$ cat config.mk
export PLATFORM = sky130hd
export DESIGN_NAME = timed_round_robin_send_arbiter_flat
export DESIGN_NICKNAME = d
export VERILOG_FILES = /design/src/design/trrsa_pkg.sv /design/src/design/trrsa_in_if.sv /design/src/design/trrsa_out_if.sv /design/src/design/trrsa_stream_table.sv /design/src/design/timed_round_robin_send_arbiter.sv /design/src/flat_wrapper.sv
export SDC_FILE = /design/constraint.sdc
export NUM_CORES = 1
export LEC_CHECK = 0
export CORE_AREA = 5 5 277 279
export CTS_CLUSTER_DIAMETER = 40
export DETAILED_ROUTE_END_ITERATION = 7
export DIE_AREA = 0 0 282 284
export DONT_BUFFER_PORTS = 1
export GPL_TIMING_DRIVEN = 0
export PLACE_DENSITY = 0.54
export SLEW_MARGIN = 10
export SYNTH_ARGS = -nofsm -noshare
export SYNTH_HDL_FRONTEND = slang
export SYNTH_SLANG_ARGS = --single-unit
$ cat constraint.sdc
create_clock -name clk -period 11.2 [get_ports clk]
set_clock_uncertainty 0.1 [all_clocks]
set_input_delay 2.24 -clock clk [delete_from_list [all_inputs] [get_ports clk]]
set_output_delay 2.24 -clock clk [all_outputs]
set_load 0.02 [all_outputs]
$ cat src/design/trrsa_pkg.sv
// ----------------------------------------------------------------------------
// trrsa_pkg: shared definitions for the timed round-robin send arbiter
// Field widths, configuration register indexes and reset values, and the
// write command that the sequencer hands to the per-stream table.
// ----------------------------------------------------------------------------
`default_nettype none

package trrsa_pkg;

    localparam int NUM_STREAMS_DEF = 4;
    localparam int DATA_BITS       = 4;
    localparam int TICK_W          = 32;
    localparam int HOLD_W          = 16;
    localparam int CNT_W           = 32;
    localparam int SEL_W           = 2;

    localparam int CFG_IDX_W  = 1;
    localparam int CFG_DATA_W = 16;

    localparam logic [CFG_IDX_W-1:0] REG_SEND_HOLDOFF  = 1'd0;
    localparam logic [CFG_IDX_W-1:0] REG_RETRY_HOLDOFF = 1'd1;

    localparam logic [HOLD_W-1:0] SEND_HOLDOFF_RST  = 16'd3;
    localparam logic [HOLD_W-1:0] RETRY_HOLDOFF_RST = 16'd10;

    // Write command for the per-stream table; the entry is chosen by a
    // separate index port.
    typedef struct packed {
        logic              hold_we;
        logic              att_inc;
        logic [TICK_W-1:0] hold_val;
    } tbl_wr_t;

endpackage

`default_nettype wire

$ cat src/design/trrsa_in_if.sv
// ----------------------------------------------------------------------------
// trrsa_in_if: request channel of the send arbiter
// Valid/ready channel carrying one request or confirm beat.
// ----------------------------------------------------------------------------
`default_nettype none

interface trrsa_in_if;
    logic                         valid;
    logic                         ready;
    logic                         op;
    logic [trrsa_pkg::TICK_W-1:0] now_ticks;
    logic [trrsa_pkg::DATA_BITS-1:0] data_mask;
    logic                         send_failed;

    modport source (output valid, op, now_ticks, data_mask, send_failed, input ready);
    modport sink   (input valid, op, now_ticks, data_mask, send_failed, output ready);
endinterface

`default_nettype wire

$ cat src/design/trrsa_out_if.sv
// ----------------------------------------------------------------------------
// trrsa_out_if: result channel of the send arbiter
// Valid/ready channel carrying one result beat per request or confirm.
// ----------------------------------------------------------------------------
`default_nettype none

interface trrsa_out_if;
    logic                        valid;
    logic                        ready;
    logic                        granted;
    logic [trrsa_pkg::SEL_W-1:0] stream_sel;
    logic                        locked_out;
    logic                        stray_confirm;
    logic [trrsa_pkg::CNT_W-1:0] attempts_of_stream;
    logic [trrsa_pkg::CNT_W-1:0] total_sent;
    logic [trrsa_pkg::CNT_W-1:0] ok_total;
    logic [trrsa_pkg::CNT_W-1:0] fail_total;
    logic [trrsa_pkg::CNT_W-1:0] outcome_history;

    modport source (output valid, granted, stream_sel, locked_out, stray_confirm,
                    attempts_of_stream, total_sent, ok_total, fail_total,
                    outcome_history, input ready);
    modport sink   (input valid, granted, stream_sel, locked_out, stray_confirm,
                    attempts_of_stream, total_sent, ok_total, fail_total,
                    outcome_history, output ready);
endinterface

`default_nettype wire

$ cat src/design/trrsa_stream_table.sv
// ----------------------------------------------------------------------------
// trrsa_stream_table: per-stream holdoff deadlines and attempt counters
// One entry per stream, read and written at the single index that the
// sequencer drives.
// ----------------------------------------------------------------------------
`default_nettype none

module trrsa_stream_table #(
    parameter int NUM_STREAMS = trrsa_pkg::NUM_STREAMS_DEF,
    parameter int SW          = 2
) (
    input  wire logic                         clk,
    input  wire logic                         rst_n,
    input  wire logic [SW-1:0]                idx,
    input  wire trrsa_pkg::tbl_wr_t           wr,
    output logic      [trrsa_pkg::TICK_W-1:0] hold_rd,
    output logic      [trrsa_pkg::CNT_W-1:0]  att_rd
);

    logic [trrsa_pkg::TICK_W-1:0] holdoff_reg [NUM_STREAMS];
    logic [trrsa_pkg::CNT_W-1:0]  attempt_reg [NUM_STREAMS];

    assign hold_rd = holdoff_reg[idx];
    assign att_rd  = attempt_reg[idx];

    always_ff @(posedge clk or negedge rst_n)
    begin
        if (!rst_n)
        begin
            for (int i = 0; i < NUM_STREAMS; i++)
            begin
                holdoff_reg[i] <= '0;
                attempt_reg[i] <= '0;
            end
        end
        else
        begin
            if (wr.hold_we)
            begin
                holdoff_reg[idx] <= wr.hold_val;
            end
            if (wr.att_inc)
            begin
                attempt_reg[idx] <= attempt_reg[idx] + 1'b1;
            end
        end
    end

endmodule

`default_nettype wire

$ cat src/design/timed_round_robin_send_arbiter.sv
// ----------------------------------------------------------------------------
// timed_round_robin_send_arbiter: round-robin send arbiter with holdoff
// Picks the next transmit stream that has data and whose holdoff deadline
// has passed, keeps one send outstanding until it is confirmed, and keeps
// grant, success and failure statistics.
// ----------------------------------------------------------------------------
// Usage:
// A request beat (op = 0) on req_ch asks for a stream to send; it carries the
// current tick count and a mask of streams holding data. A confirm beat
// (op = 1) closes the outstanding send and reports whether it failed. Every
// beat yields exactly one result beat on res_ch.
// The two holdoff registers are written through cfg_we / cfg_index / cfg_data
// and should only be changed while the arbiter is idle.
// Timing: req_ch.ready is high only while the sequencer is idle. After a beat
// is accepted the sequencer works one stream per cycle while the result
// register is free, through a single compare and add unit: a confirm or a
// refused request takes one step, a scan takes one to NUM_STREAMS steps.
// The result appears registered on the cycle after the last step, and the
// input channel takes no new beat until that last step is done.
// The result register lets the next beat be accepted while a result waits.
// If res_ch stalls with a result still held, the first step of the next item
// waits until the result register frees up, so nothing is lost or reordered.
// Reset clears all counters, deadlines and the pending send, restores the
// holdoff registers to 3 and 10 ticks, and makes stream 0 the first scanned.
// ----------------------------------------------------------------------------
`default_nettype none

module timed_round_robin_send_arbiter #(
    parameter int NUM_STREAMS = trrsa_pkg::NUM_STREAMS_DEF
) (
    input  wire logic                             clk,
    input  wire logic                             rst_n,
    input  wire logic                             cfg_we,
    input  wire logic [trrsa_pkg::CFG_IDX_W-1:0]  cfg_index,
    input  wire logic [trrsa_pkg::CFG_DATA_W-1:0] cfg_data,
    trrsa_in_if.sink                              req_ch,
    trrsa_out_if.source                           res_ch
);

    localparam int SW = (NUM_STREAMS > 1) ? $clog2(NUM_STREAMS) : 1;
    localparam logic [SW-1:0] LAST_IDX = SW'(NUM_STREAMS - 1);

    localparam logic ST_IDLE = 1'b0;
    localparam logic ST_STEP = 1'b1;

    typedef struct packed {
        logic                        granted;
        logic [trrsa_pkg::SEL_W-1:0] stream_sel;
        logic                        locked_out;
        logic                        stray_confirm;
        logic [trrsa_pkg::CNT_W-1:0] attempts_of_stream;
        logic [trrsa_pkg::CNT_W-1:0] total_sent;
        logic [trrsa_pkg::CNT_W-1:0] ok_total;
        logic [trrsa_pkg::CNT_W-1:0] fail_total;
        logic [trrsa_pkg::CNT_W-1:0] outcome_history;
    } result_t;

    // Sequencer and captured beat.
    logic                            state_reg, state_next;
    logic                            op_reg;
    logic [trrsa_pkg::TICK_W-1:0]    now_reg;
    logic [trrsa_pkg::DATA_BITS-1:0] mask_reg;
    logic                            failed_reg;
    logic [SW-1:0]                   idx_reg, idx_next;
    logic [SW-1:0]                   cnt_reg, cnt_next;

    // Arbiter state.
    logic                            pending_valid_reg, pending_valid_next;
    logic [SW-1:0]                   pending_stream_reg, pending_stream_next;
    logic [SW-1:0]                   last_served_reg, last_served_next;
    logic [trrsa_pkg::CNT_W-1:0]     grant_count_reg, grant_count_next;
    logic [trrsa_pkg::CNT_W-1:0]     success_count_reg, success_count_next;
    logic [trrsa_pkg::CNT_W-1:0]     failure_count_reg, failure_count_next;
    logic [trrsa_pkg::CNT_W-1:0]     history_reg, history_next;
    logic [trrsa_pkg::HOLD_W-1:0]    send_holdoff_reg;
    logic [trrsa_pkg::HOLD_W-1:0]    retry_holdoff_reg;

    // Result register.
    result_t                         res_reg, res_next;
    logic                            res_valid_reg, res_valid_next;

    // Table interface.
    trrsa_pkg::tbl_wr_t              tbl_wr;
    logic [trrsa_pkg::TICK_W-1:0]    hold_rd;
    logic [trrsa_pkg::CNT_W-1:0]     att_rd;

    logic                            in_fire;
    logic                            slot_free;
    logic                            step_fire;
    logic                            step_last;
    logic                            eligible;
    logic                            grant_hit;
    logic                            conf_ok;
    logic [NUM_STREAMS-1:0]          data_vec;
    logic [trrsa_pkg::TICK_W-1:0]    deadline_sum;

    trrsa_stream_table #(
        .NUM_STREAMS (NUM_STREAMS),
        .SW          (SW)
    ) u_table (
        .clk     (clk),
        .rst_n   (rst_n),
        .idx     (idx_reg),
        .wr      (tbl_wr),
        .hold_rd (hold_rd),
        .att_rd  (att_rd)
    );

    // Streams beyond the mask width never have data.
    for (genvar g = 0; g < NUM_STREAMS; g++)
    begin : g_data
        if (g < trrsa_pkg::DATA_BITS)
        begin : g_bit
            assign data_vec[g] = mask_reg[g];
        end
        else
        begin : g_none
            assign data_vec[g] = 1'b0;
        end
    end

    assign req_ch.ready = (state_reg == ST_IDLE);
    assign in_fire      = req_ch.valid && req_ch.ready;

    assign slot_free = !res_valid_reg || res_ch.ready;
    assign step_fire = (state_reg == ST_STEP) && slot_free;

    // The shared unit: one deadline compare and one deadline add per step.
    assign eligible  = (hold_rd < now_reg) && data_vec[idx_reg];
    assign deadline_sum = now_reg + {{(trrsa_pkg::TICK_W - trrsa_pkg::HOLD_W){1'b0}},
                                     (op_reg && failed_reg) ? retry_holdoff_reg
                                                            : send_holdoff_reg};

    assign grant_hit = !op_reg && !pending_valid_reg && eligible;
    assign conf_ok   = op_reg && pending_valid_reg;
    assign step_last = op_reg || pending_valid_reg || eligible || (cnt_reg == LAST_IDX);

    always_comb
    begin
        tbl_wr.hold_we  = step_fire && (grant_hit || conf_ok);
        tbl_wr.att_inc  = step_fire && grant_hit;
        tbl_wr.hold_val = deadline_sum;
    end

    always_comb
    begin
        state_next          = state_reg;
        idx_next            = idx_reg;
        cnt_next            = cnt_reg;
        pending_valid_next  = pending_valid_reg;
        pending_stream_next = pending_stream_reg;
        last_served_next    = last_served_reg;
        grant_count_next    = grant_count_reg;
        success_count_next  = success_count_reg;
        failure_count_next  = failure_count_reg;
        history_next        = history_reg;
        res_next            = res_reg;
        res_valid_next      = res_valid_reg && !res_ch.ready;

        case (state_reg)
            ST_IDLE:
            begin
                if (in_fire)
                begin
                    state_next = ST_STEP;
                    cnt_next   = '0;
                    // A refused request or a confirm looks at the pending stream;
                    // a scan starts after the stream served last.
                    if (pending_valid_reg)
                    begin
                        idx_next = pending_stream_reg;
                    end
                    else
                    begin
                        idx_next = (last_served_reg == LAST_IDX) ? '0
                                                                 : last_served_reg + 1'b1;
                    end
                end
            end
            ST_STEP:
            begin
                if (step_fire)
                begin
                    if (grant_hit)
                    begin
                        pending_valid_next  = 1'b1;
                        pending_stream_next = idx_reg;
                        last_served_next    = idx_reg;
                        grant_count_next    = grant_count_reg + 1'b1;
                    end
                    else if (conf_ok)
                    begin
                        pending_valid_next = 1'b0;
                        if (failed_reg)
                        begin
                            failure_count_next = failure_count_reg + 1'b1;
                            history_next       = {history_reg[trrsa_pkg::CNT_W-2:0], 1'b0};
                        end
                        else
                        begin
                            success_count_next = success_count_reg + 1'b1;
                            history_next       = {history_reg[trrsa_pkg::CNT_W-2:0], 1'b1};
                        end
                    end

                    if (step_last)
                    begin
                        state_next                  = ST_IDLE;
                        res_valid_next              = 1'b1;
                        res_next.granted            = grant_hit;
                        res_next.locked_out         = !op_reg && pending_valid_reg;
                        res_next.stray_confirm      = op_reg && !pending_valid_reg;
                        res_next.total_sent         = grant_count_next;
                        res_next.ok_total           = success_count_next;
                        res_next.fail_total         = failure_count_next;
                        res_next.outcome_history    = history_next;
                        if (pending_valid_reg || grant_hit)
                        begin
                            res_next.stream_sel         = trrsa_pkg::SEL_W'(idx_reg);
                            res_next.attempts_of_stream = grant_hit ? att_rd + 1'b1 : att_rd;
                        end
                        else
                        begin
                            res_next.stream_sel         = '0;
                            res_next.attempts_of_stream = '0;
                        end
                    end
                    else
                    begin
                        idx_next = (idx_reg == LAST_IDX) ? '0 : idx_reg + 1'b1;
                        cnt_next = cnt_reg + 1'b1;
                    end
                end
            end
            default:
            begin
                state_next = ST_IDLE;
            end
        endcase
    end

    always_ff @(posedge clk or negedge rst_n)
    begin
        if (!rst_n)
        begin
            state_reg          <= ST_IDLE;
            idx_reg            <= '0;
            cnt_reg            <= '0;
            pending_valid_reg  <= 1'b0;
            pending_stream_reg <= '0;
            last_served_reg    <= LAST_IDX;
            grant_count_reg    <= '0;
            success_count_reg  <= '0;
            failure_count_reg  <= '0;
            history_reg        <= '0;
            send_holdoff_reg   <= trrsa_pkg::SEND_HOLDOFF_RST;
            retry_holdoff_reg  <= trrsa_pkg::RETRY_HOLDOFF_RST;
            res_valid_reg      <= 1'b0;
        end
        else
        begin
            state_reg          <= state_next;
            idx_reg            <= idx_next;
            cnt_reg            <= cnt_next;
            pending_valid_reg  <= pending_valid_next;
            pending_stream_reg <= pending_stream_next;
            last_served_reg    <= last_served_next;
            grant_count_reg    <= grant_count_next;
            success_count_reg  <= success_count_next;
            failure_count_reg  <= failure_count_next;
            history_reg        <= history_next;
            res_valid_reg      <= res_valid_next;
            if (cfg_we && (cfg_index == trrsa_pkg::REG_SEND_HOLDOFF))
            begin
                send_holdoff_reg <= cfg_data;
            end
            if (cfg_we && (cfg_index == trrsa_pkg::REG_RETRY_HOLDOFF))
            begin
                retry_holdoff_reg <= cfg_data;
            end
        end
    end

    // Captured beat and result payload need no reset.
    always_ff @(posedge clk)
    begin
        if (in_fire)
        begin
            op_reg     <= req_ch.op;
            now_reg    <= req_ch.now_ticks;
            mask_reg   <= req_ch.data_mask;
            failed_reg <= req_ch.send_failed;
        end
        res_reg <= res_next;
    end

    assign res_ch.valid              = res_valid_reg;
    assign res_ch.granted            = res_reg.granted;
    assign res_ch.stream_sel         = res_reg.stream_sel;
    assign res_ch.locked_out         = res_reg.locked_out;
    assign res_ch.stray_confirm      = res_reg.stray_confirm;
    assign res_ch.attempts_of_stream = res_reg.attempts_of_stream;
    assign res_ch.total_sent         = res_reg.total_sent;
    assign res_ch.ok_total           = res_reg.ok_total;
    assign res_ch.fail_total         = res_reg.fail_total;
    assign res_ch.outcome_history    = res_reg.outcome_history;

    // A grant locks the arbiter onto the stream that was scanned.
    a_grant_locks: assert property (@(posedge clk) disable iff (!rst_n)
        (step_fire && grant_hit) |=>
            (pending_valid_reg && (pending_stream_reg == $past(idx_reg))))
        else $error("grant did not lock onto the scanned stream");

    // A valid confirm always releases the lock.
    a_confirm_frees: assert property (@(posedge clk) disable iff (!rst_n)
        (step_fire && conf_ok) |=> !pending_valid_reg)
        else $error("confirm left the arbiter locked");

    // At most one of the outcome flags is set on a result beat.
    a_flags_exclusive: assert property (@(posedge clk) disable iff (!rst_n)
        res_valid_reg |-> $onehot0({res_reg.granted, res_reg.locked_out,
                                    res_reg.stray_confirm}))
        else $error("conflicting outcome flags on a result");

    // The scan never visits more streams than exist.
    a_scan_bounded: assert property (@(posedge clk) disable iff (!rst_n)
        cnt_reg <= LAST_IDX)
        else $error("scan counter ran past the last stream");

endmodule

`default_nettype wire
$ cat src/flat_wrapper.sv
// flat-port wrapper written by rule: the top's interface ports become plain ports
module timed_round_robin_send_arbiter_flat 
#(
    parameter int NUM_STREAMS = trrsa_pkg::NUM_STREAMS_DEF
)
  (clk, rst_n, cfg_we, cfg_index, cfg_data, req_ch_valid, req_ch_op, req_ch_now_ticks, req_ch_data_mask, req_ch_send_failed, req_ch_ready, res_ch_valid, res_ch_granted, res_ch_stream_sel, res_ch_locked_out, res_ch_stray_confirm, res_ch_attempts_of_stream, res_ch_total_sent, res_ch_ok_total, res_ch_fail_total, res_ch_outcome_history, res_ch_ready);
  trrsa_in_if req_ch_i ();
  trrsa_out_if res_ch_i ();
  input  wire logic clk;
  input  wire logic rst_n;
  input  wire logic cfg_we;
  input  wire logic [trrsa_pkg::CFG_IDX_W-1:0] cfg_index;
  input  wire logic [trrsa_pkg::CFG_DATA_W-1:0] cfg_data;
  input wire logic [$bits(req_ch_i.valid)-1:0] req_ch_valid;
  input wire logic [$bits(req_ch_i.op)-1:0] req_ch_op;
  input wire logic [$bits(req_ch_i.now_ticks)-1:0] req_ch_now_ticks;
  input wire logic [$bits(req_ch_i.data_mask)-1:0] req_ch_data_mask;
  input wire logic [$bits(req_ch_i.send_failed)-1:0] req_ch_send_failed;
  output wire logic [$bits(req_ch_i.ready)-1:0] req_ch_ready;
  output wire logic [$bits(res_ch_i.valid)-1:0] res_ch_valid;
  output wire logic [$bits(res_ch_i.granted)-1:0] res_ch_granted;
  output wire logic [$bits(res_ch_i.stream_sel)-1:0] res_ch_stream_sel;
  output wire logic [$bits(res_ch_i.locked_out)-1:0] res_ch_locked_out;
  output wire logic [$bits(res_ch_i.stray_confirm)-1:0] res_ch_stray_confirm;
  output wire logic [$bits(res_ch_i.attempts_of_stream)-1:0] res_ch_attempts_of_stream;
  output wire logic [$bits(res_ch_i.total_sent)-1:0] res_ch_total_sent;
  output wire logic [$bits(res_ch_i.ok_total)-1:0] res_ch_ok_total;
  output wire logic [$bits(res_ch_i.fail_total)-1:0] res_ch_fail_total;
  output wire logic [$bits(res_ch_i.outcome_history)-1:0] res_ch_outcome_history;
  input wire logic [$bits(res_ch_i.ready)-1:0] res_ch_ready;
  assign req_ch_i.valid = req_ch_valid;
  assign req_ch_i.op = req_ch_op;
  assign req_ch_i.now_ticks = req_ch_now_ticks;
  assign req_ch_i.data_mask = req_ch_data_mask;
  assign req_ch_i.send_failed = req_ch_send_failed;
  assign req_ch_ready = req_ch_i.ready;
  assign res_ch_valid = res_ch_i.valid;
  assign res_ch_granted = res_ch_i.granted;
  assign res_ch_stream_sel = res_ch_i.stream_sel;
  assign res_ch_locked_out = res_ch_i.locked_out;
  assign res_ch_stray_confirm = res_ch_i.stray_confirm;
  assign res_ch_attempts_of_stream = res_ch_i.attempts_of_stream;
  assign res_ch_total_sent = res_ch_i.total_sent;
  assign res_ch_ok_total = res_ch_i.ok_total;
  assign res_ch_fail_total = res_ch_i.fail_total;
  assign res_ch_outcome_history = res_ch_i.outcome_history;
  assign res_ch_i.ready = res_ch_ready;
  timed_round_robin_send_arbiter #(.NUM_STREAMS(NUM_STREAMS)) u_core (.clk(clk), .rst_n(rst_n), .cfg_we(cfg_we), .cfg_index(cfg_index), .cfg_data(cfg_data), .req_ch(req_ch_i), .res_ch(res_ch_i));
endmodule
==> reports/results.txt, run 1 <==
mux contribution to synthesized area: 18.3%
slowest library cell on the worst path: nor4_1
R2R cell count: 15
Fin Setup TNS: 0 ns
DRC: 0
Hold EP: u_core.failure_count_reg[31]
Die W: 282 um
result of the run: complete, but fails checks
Min-Delay Path Depth: 1
ys flop type: dfrtp_1
Simple-Gate Fraction of Synth Area: 9.13%
crit path launch type: flip-flop
CTS tree: yes
Pwr Total: 0.00916 W
core area: 73900 sq um
CTS root buf: clkbuf_16
sequential share of the synthesized area: 57.5%
final hold vios: 0
EDFF count, synth: 203
Slew HR: -25.7%
final non-filler cell total: 3330
CP Capture Type: flip-flop
CTS max path bufs: 3
First-pass DRT Iterations: 5
Worst-Margin Slew: 1.89 ns
layout cells sized above 1: 28.4%
GR Overflow Total: 0
Critical Path RT: 11.61 ns
CP Max Fanout: 10
Worst EP arrival: 7.26 ns
Async SR Flop Fraction: 67.8%
Net Count, Synth: 2267
H-tree Lvls: 3
crit share post-route: 61.1%
failing checks: max-slew violations
Period minus WS final: 6.84 ns
DP HPWL: 46600 um
Sink Count: 630
Ys Warns: 0
Total GRT Usage: 16.9%
worst r2r src: u_core.idx_reg[1]
Area Growth Syn to Fin: 17.7%
latest clock arrival within the worst-skew pair: 0.65 ns
Post-DP Area: 30600 sq um
commonest non-fill, non-tap cell in the layout: dfrtp_1
PwrDens: 266 nW/um^2
Nets: 2384
Hold Path Class: flip-flop to flip-flop
post-synthesis register bit count: 630
total CTS buffers: 108
dpl cells: 3125
post-route ant nets: 0
Rows: 100
adder-cell share of the synthesized area: 2.51%
Setup CP Type: flip-flop to flip-flop
largest net degree at the start of global routing: 428
RSZ-0062 raised after global routing: no
Fmax: 146 MHz
PortBufs: 0
post-cts sizing count: 0
initial core utilization: 39.5%
Compound-Gate Fraction of Synth Area: 2.87%
Syn Inst Count: 2149
fin area: 34400 sq um
Die H: 284 um
most frequent cells in the layout: dfrtp_1 (421), mux2_2 (318), nand2_1 (222)
Diodes inserted: 0
Post-Synth XOR/XNOR Area: 7.43%
clock-pin slew on the worst setup and hold paths: 0.06 ns
biggest cell delay along the critical path: 0.68 ns
first-pass GRT wire length: 107000 um
Static Leak: 14.9 nW
initial antenna violation count: 1
endpoints failing setup: 0
Post-CTS Hold Buffers: 0
DR WL/cell: 20.3 um
Util after Layout: 46.5%
total of max-cap violations: 0
Final Wtd Congestion: 0.798
IO Count: 227
# fillers: 6555
detailed-route via count: 17300
post-CTS setup buffer count: 0
worst vdd ir: 140 uV
Slew Viols, Final: 212
largest family of logic cells by synthesized area: multiplexers
final WL: 67500 um
syn avg cell area: 13.6 sq um
Mapped Area: 29200 sq um
Via density: 5.20
initial detailed-routing violation count: 976
worst hold path startpoint: u_core.failure_count_reg[31]
FF-to-FF End: u_core.u_table.holdoff_reg[34]
reg2reg setup slack: 4.36 ns
Cell Chain, Critical Path: buf_2, buf_4, clkbuf_1, clkbuf_1, mux4_2, ha_1, nand4_1, nor4_1, nand3_1, a21oi_1, nor3_2, buf_4, o211ai_2, buf_2, mux2_2
synth unique cells: 65
die area: 80100 sq um
vias in the first global route: 18600
[cells in the mapped netlist, drive strengths merged, types with 6 or more instances]
cell type  instances  area, sq um
nor3              31          165
a21o               9         67.6
a21oi             27          135
nand4             48          340
a211oi             8         60.1
inv               52          195
mux4              65         1460
nor2b              6         37.5
xor2              85          752
nand2            222          833
nor4              14          175
nand2b             6         37.5
clkbuf            47          176
and2              12         75.1
o21ai             14         70.1
mux2             341         3840
or2                6         37.5
a22o              31          272
and4               9         78.8
o211ai            10         95.1
buf               54          299
and3              25          156
nor2              80          300
edfxtp           203         6100
nand3             70          360
ha                57          713
dfstp              6          158
xnor2            161         1420
dfrtp            421        10500
[cell type report]
cell class / instances / area [sq um] / share of cell area (%)
Buffer: 101 / 475 / 1.38
Clock inverter: 87 / 1040 / 3.03
Clock buffer: 118 / 2760 / 8.03
Sequential cell: 630 / 16800 / 48.8
Inverter: 52 / 195 / 0.568
Multi-Input combinational cell: 1366 / 11800 / 34.2
Timing Repair Buffer: 7 / 163 / 0.473
Tap cell: 969 / 1210 / 3.53
[power breakdown]
| group | switching (W) | internal (W) |
|---|---|---|
| Combinational | 0.00118 | 0.000897 |
| Clock | 0.00125 | 0.00213 |
| Sequential | 0.000622 | 0.00308 |
[how the worst max path moves through the flow]
stage	slack, ns	end	from	cells after the start
final	4.36	u_core.u_table.holdoff_reg[34]	u_core.idx_reg[1]	15
after global routing	4.05	u_core.u_table.holdoff_reg[34]	u_core.idx_reg[1]	15
after CTS	4.19	u_core.u_table.holdoff_reg[47]	u_core.idx_reg[1]	15
after detailed placement	4.22	u_core.u_table.holdoff_reg[51]	u_core.idx_reg[1]	15
after global placement	-4.49	u_core.res_ch.attempts_of_stream[22]	u_core.idx_reg[1]	12
after floorplan	0.18	u_core.res_ch.attempts_of_stream[0]	u_core.idx_reg[0]	12
[per-stage QoR]
| stage | setup slack, ns | hold slack, ns |
|---|---|---|
| detailed placement | 4.22 | 0.375 |
| global placement | -4.49 | 0.362 |
| CTS | 4.19 | 0.387 |
| finish | 4.36 | 0.383 |
| global route | 4.05 | 0.405 |
| floorplan | 0.183 | 0.352 |
[critical path: cells and delay by family, from the launching register on]
family | cells | cell delay (ns)
compound gates | 2 | 0.98
fa+ha+maj | 1 | 0.32
buf+inv | 6 | 2.57
flops | 1 | 0.66
mux | 2 | 0.79
simple gates | 4 | 1.25
[routing by layer]
layer | wire [um] | vias to the layer above | track usage [%]
li1 | - | 8000 | -
met1 | 30100 | 8856 | 22.6
met2 | 32500 | 352 | 27.5
met3 | 3320 | 98 | 3.68
met4 | 1540 | 2 | 5.14
met5 | 12 | - | 0
[cells by family after synthesis]
family                   Yosys count
AND/OR/NAND/NOR                  537
flip-flops                       630
buffers and inverters            153
XOR/XNOR                         246
AO/OA/AOI/OAI                    115
adder cells (fa/ha/maj)           58
multiplexers                     410
(Power assumes the default switching activity.)
==> inputs of run 2 (changes only) <==
Settings changed: PLACE_DENSITY 0.54 to 0.52.
Clock period 11.2 ns to 6.3 ns, I/O delays scaled along.
==> run 2 against run 1 <==
  * The flow still finishes with violations (max-slew violations)
  * Critical path type unchanged
  * Die area is the same
  * Clock-buffer cell count is 4 higher
  * Sequential share of layout area down 0.078 points
  * Worst setup slack lost 4.0 ns
  * Power rose by 78%
  * Flip-flop and latch count unchanged
  * Worst hold slack got worse by 0.17 ns
==> reports/results.txt, run 2 (synthesized netlist as in run 1, its figures left out) <==
Worst EP arrival: 6.37 ns
power share of the combinational group: 22.7%
crit share post-route: 94.6%
Rows: 100
layout cells sized above 1: 28.5%
Area Growth Syn to Fin: 17.9%
CP Buf/Inv Count: 5
CTS tree: yes
commonest non-fill, non-tap cell in the layout: dfrtp_1
worst vdd ir: 282 uV
clock-pin slew on the worst setup and hold paths: 0.06 ns
CTS max path bufs: 3
RSZ-0062 raised after global routing: no
DP HPWL: 46700 um
DRC: 0
Flop pwr share: 40.1%
PortBufs: 0
CTS root buf: clkbuf_16
Slew Viols, Final: 112
Pwr Total: 0.0163 W
Fmax: 168 MHz
post-route setup slack: 0.340 ns
CP top delay family: buffers and inverters
H-tree Lvls: 3
pre-CTS WS: -0.641 ns
P_int: 0.0109 W
Slew HR: -6.70%
Via density: 5.18
post-cts sizing count: 4
Post-DP Area: 30600 sq um
Die W: 282 um
die area: 80100 sq um
Nets: 2384
First-pass DRT Iterations: 5
post-route ant nets: 0
Switching Share: 33.5%
failing checks: max-slew violations
IO Count: 227
initial detailed-routing violation count: 808
final hold vios: 0
detailed-route via count: 17300
initial antenna violation count: 0
Static Leak: 15.0 nW
latest clock arrival within the worst-skew pair: 0.65 ns
biggest cell delay along the critical path: 0.66 ns
Hold Path Class: input pin to async pin
Period minus WS final: 5.96 ns
Critical Path RT: 6.71 ns
slowest library cell on the worst path: nor4_1
Setup CP Type: flip-flop to flip-flop
Clk pwr share: 37.2%
core area: 73900 sq um
first-pass GRT wire length: 108000 um
Cell Chain, Critical Path: buf_2, buf_4, clkbuf_1, mux4_2, ha_1, nand4_1, nor4_1, nand3_1, a21oi_2, nor3_2, buf_4, o211ai_2, buf_2, mux2_2
result of the run: complete, but fails checks
Post-CTS Hold Buffers: 0
largest net degree at the start of global routing: 428
DR WL/cell: 20.4 um
post-CTS setup buffer count: 0
Final Wtd Congestion: 0.790
Hold Slack: 0.214 ns
PwrDens: 474 nW/um^2
total of max-cap violations: 0
fin area: 34400 sq um
total CTS buffers: 109
CP Max Fanout: 19
initial core utilization: 39.5%
most frequent cells in the layout: dfrtp_1 (421), mux2_2 (318), nand2_1 (222)
Fin Setup TNS: 0 ns
switching power: 0.00548 W
endpoints failing setup: 0
GR Overflow Total: 0
vias in the first global route: 18600
Sink Count: 630
Worst-Margin Slew: 1.60 ns
Total GRT Usage: 17.1%
crit path launch type: flip-flop
CP Capture Type: flip-flop
final WL: 67900 um
Die H: 284 um
==> run 2: cell count changes in the layout (fill, tap and decap cells not counted), moves of 2 or more <==
cell / delta
clkinv_1: +2
clkinv_4: -2
inv_8: +7
clkinv_8: +2
inv_6: -2
clkbuf_16: +2
buf_1: -2
clkinvlp_4: -4
bufinv_16: -2
==> run 2: metrics by stage <==
| stage | std cells | util (%) |
|---|---|---|
| after floorplan | 2149 | - |
| after global placement | 3118 | 41.2 |
| after detailed placement | 3125 | 41.4 |
| after CTS | 3332 | 46.6 |
| after global routing | 3332 | 46.6 |
| final | 3333 | 46.6 |
==> run 2: path summary, 6_finish.rpt <==
kind | from | endpoint | slack, ns | depth (start not counted)
worst min-delay path | rst_n | u_core.history_reg[7] | 0.21 | 0
max in group asynchronous | rst_n | u_core.success_count_reg[14] | 4.60 | 0
worst max-delay path | u_core.idx_reg[1] | u_core.u_table.holdoff_reg[45] | 0.34 | 14
worst max register to register | u_core.idx_reg[1] | u_core.u_table.holdoff_reg[45] | 0.34 | 14
worst min register to register | u_core.u_table.attempt_reg[119] | u_core.u_table.attempt_reg[119] | 0.39 | 1
min in group clk | u_core.u_table.attempt_reg[119] | u_core.u_table.attempt_reg[119] | 0.39 | 1
==> run 2: area by class of cell <==
type,instances,area (sq um)
Timing Repair Buffer,7,155
Inverter,52,195
Clock inverter,86,1020
Antenna cell,1,2.50
Multi-Input combinational cell,1366,11800
Buffer,100,482
Clock buffer,122,2830
Sequential cell,630,16800
Fill cell,6511,39500
Tap cell,969,1210
==> run 2: routing by layer <==
layer / global-route usage (%) / up-vias / routed length (um)
li1: - / 8013 / -
met1: 23.3 / 8799 / 30800
met2: 27.6 / 351 / 32300
met3: 4.03 / 98 / 3450
met4: 4.46 / 0 / 1360
met5: 0 / - / 0
==> run 2: power groups by stage <==
stage / Sequential (W) / Clock [W] / Combinational, W
floorplan: 0.00642 / 0 / 0.00266
global placement: 0.00669 / 0 / 0.00358
detailed placement: 0.00666 / 0 / 0.00378
CTS: 0.00659 / 0.00623 / 0.00380
global route: 0.00668 / 0.00644 / 0.00411
finish: 0.00656 / 0.00607 / 0.00371
==> inputs of run 3 (changes only) <==
Settings changed: GPL_TIMING_DRIVEN 0 to default.
==> run 3 against run 2 <==
  * The flow still finishes with violations (max-slew violations)
  * First-iteration DRC count fell by 11%
  * Sequential power grew 2%
  * Largest cell class unchanged
  * Critical path depth shrank 4
  * Highest routed layer is now met5
  * Worst hold slack better by 0.016 ns
  * Critical endpoint is now u_core.res_ch.total_sent[28]
  * Cell count down 2.4%
==> reports/results.txt, run 3 (synthesized netlist as in run 1, its figures left out) <==
initial antenna violation count: 2
die area: 80100 sq um
Post-DP Area: 30200 sq um
worst vdd ir: 263 uV
PortBufs: 0
Area Growth Syn to Fin: 16.3%
Pwr Total: 0.0159 W
RSZ-0062 raised after global routing: no
Setup CP Type: flip-flop to flip-flop
crit share post-route: 82.1%
Util after Layout: 45.9%
CTS tree: yes
most frequent cells in the layout: dfrtp_1 (418), mux2_2 (318), nand2_1 (222)
detailed-route via count: 16900
vias in the first global route: 18000
clock-pin slew on the worst setup and hold paths: 0.05 ns
CTS root buf: clkbuf_16
initial detailed-routing violation count: 720
Slew HR: -20.4%
post-CTS setup buffer count: 0
commonest non-fill, non-tap cell in the layout: dfrtp_1
CP Capture Type: flip-flop
latest clock arrival within the worst-skew pair: 0.65 ns
endpoints failing setup: 0
Sink Count: 630
DRC: 0
Rows: 100
first-pass GRT wire length: 103000 um
Die H: 284 um
DP HPWL: 40600 um
Fmax: 193 MHz
DR WL/cell: 19.9 um
Worst-Margin Slew: 1.81 ns
Slew Viols, Final: 154
crit path launch type: flip-flop
failing checks: max-slew violations
Die W: 282 um
IO Count: 227
H-tree Lvls: 3
core area: 73900 sq um
final hold vios: 0
Via density: 5.19
fin area: 34000 sq um
Static Leak: 14.6 nW
result of the run: complete, but fails checks
GR Overflow Total: 0
PwrDens: 469 nW/um^2
final WL: 64600 um
dpl cells: 3039
CP Max Fanout: 57
Hold Path Class: input pin to async pin
layout cells sized above 1: 28.2%
Post-CTS Hold Buffers: 0
largest net degree at the start of global routing: 428
initial core utilization: 39.5%
First-pass DRT Iterations: 5
Period minus WS final: 5.17 ns
Nets: 2301
CTS max path bufs: 3
Worst EP arrival: 5.34 ns
total of max-cap violations: 0
post-route ant nets: 0
post-cts sizing count: 0
Total GRT Usage: 16.1%
final non-filler cell total: 3252
Critical Path RT: 6.47 ns
Fin Setup TNS: 0 ns
Final Wtd Congestion: 0.769
total CTS buffers: 111
-- run 3: where the power goes --
| part | total (W) | leakage (nW) | switching [W] | internal (W) |
|---|---|---|---|---|
| clock | 0.00589 | 1.79 | 0.00212 | 0.00377 |
| combinational | 0.00332 | 5.22 | 0.00187 | 0.00145 |
| sequential | 0.00670 | 7.59 | 0.00121 | 0.00549 |
-- run 3: through the flow --
step,setup slack (ns),hold WS [ns]
CTS,0.969,0.185
global route,0.750,0.187
detailed placement,0.986,0.374
global placement,1.02,0.361
floorplan,0.0567,0.352
finish,1.13,0.230
-- run 3: metal layers --
layer  routed length (um)  global-route usage (%)
met1                29100                    21.5
met2                31100                    26.5
met3                 2980                    3.78
met4                 1500                    4.60
met5                   14                       0
-- run 3: path summary, 6_finish.rpt --
kind                                                       from                              end  cells after the start  slack [ns]
worst max-delay path                          u_core.idx_reg[0]     u_core.res_ch.total_sent[28]                     10        1.13
worst min-delay path                                      rst_n     u_core.failure_count_reg[31]                      0        0.23
worst max register to register                u_core.idx_reg[0]     u_core.res_ch.total_sent[28]                     10        1.13
worst min register to register  u_core.u_table.attempt_reg[118]  u_core.u_table.attempt_reg[118]                      1        0.38
max in group asynchronous                                 rst_n                u_core.idx_reg[1]                      0        4.31
min in group clk                u_core.u_table.attempt_reg[118]  u_core.u_table.attempt_reg[118]                      1        0.38
-- run 3: cell type report --
cell class | instances | area, sq um
antenna | 1 | 2.50
clock buffer | 133 | 2970
clock inverter | 79 | 807
fill | 6521 | 40000
inverter | 52 | 195
multi-input combinational | 1366 | 11800
sequential | 630 | 16800
tap | 969 | 1210
timing repair buffer | 22 | 190
-- run 3: worst max-delay path, cell delays in order (launching register included) --
cell and delay, ns:
dfrtp_4 0.82, buf_4 0.30, mux4_2 0.52, ha_1 0.30
a211oi_1 0.25, nor2_1 0.07, nor3_1 0.29, a21oi_1 0.25
o31a_1 0.37, nor2_4 0.75, buf_4 0.70
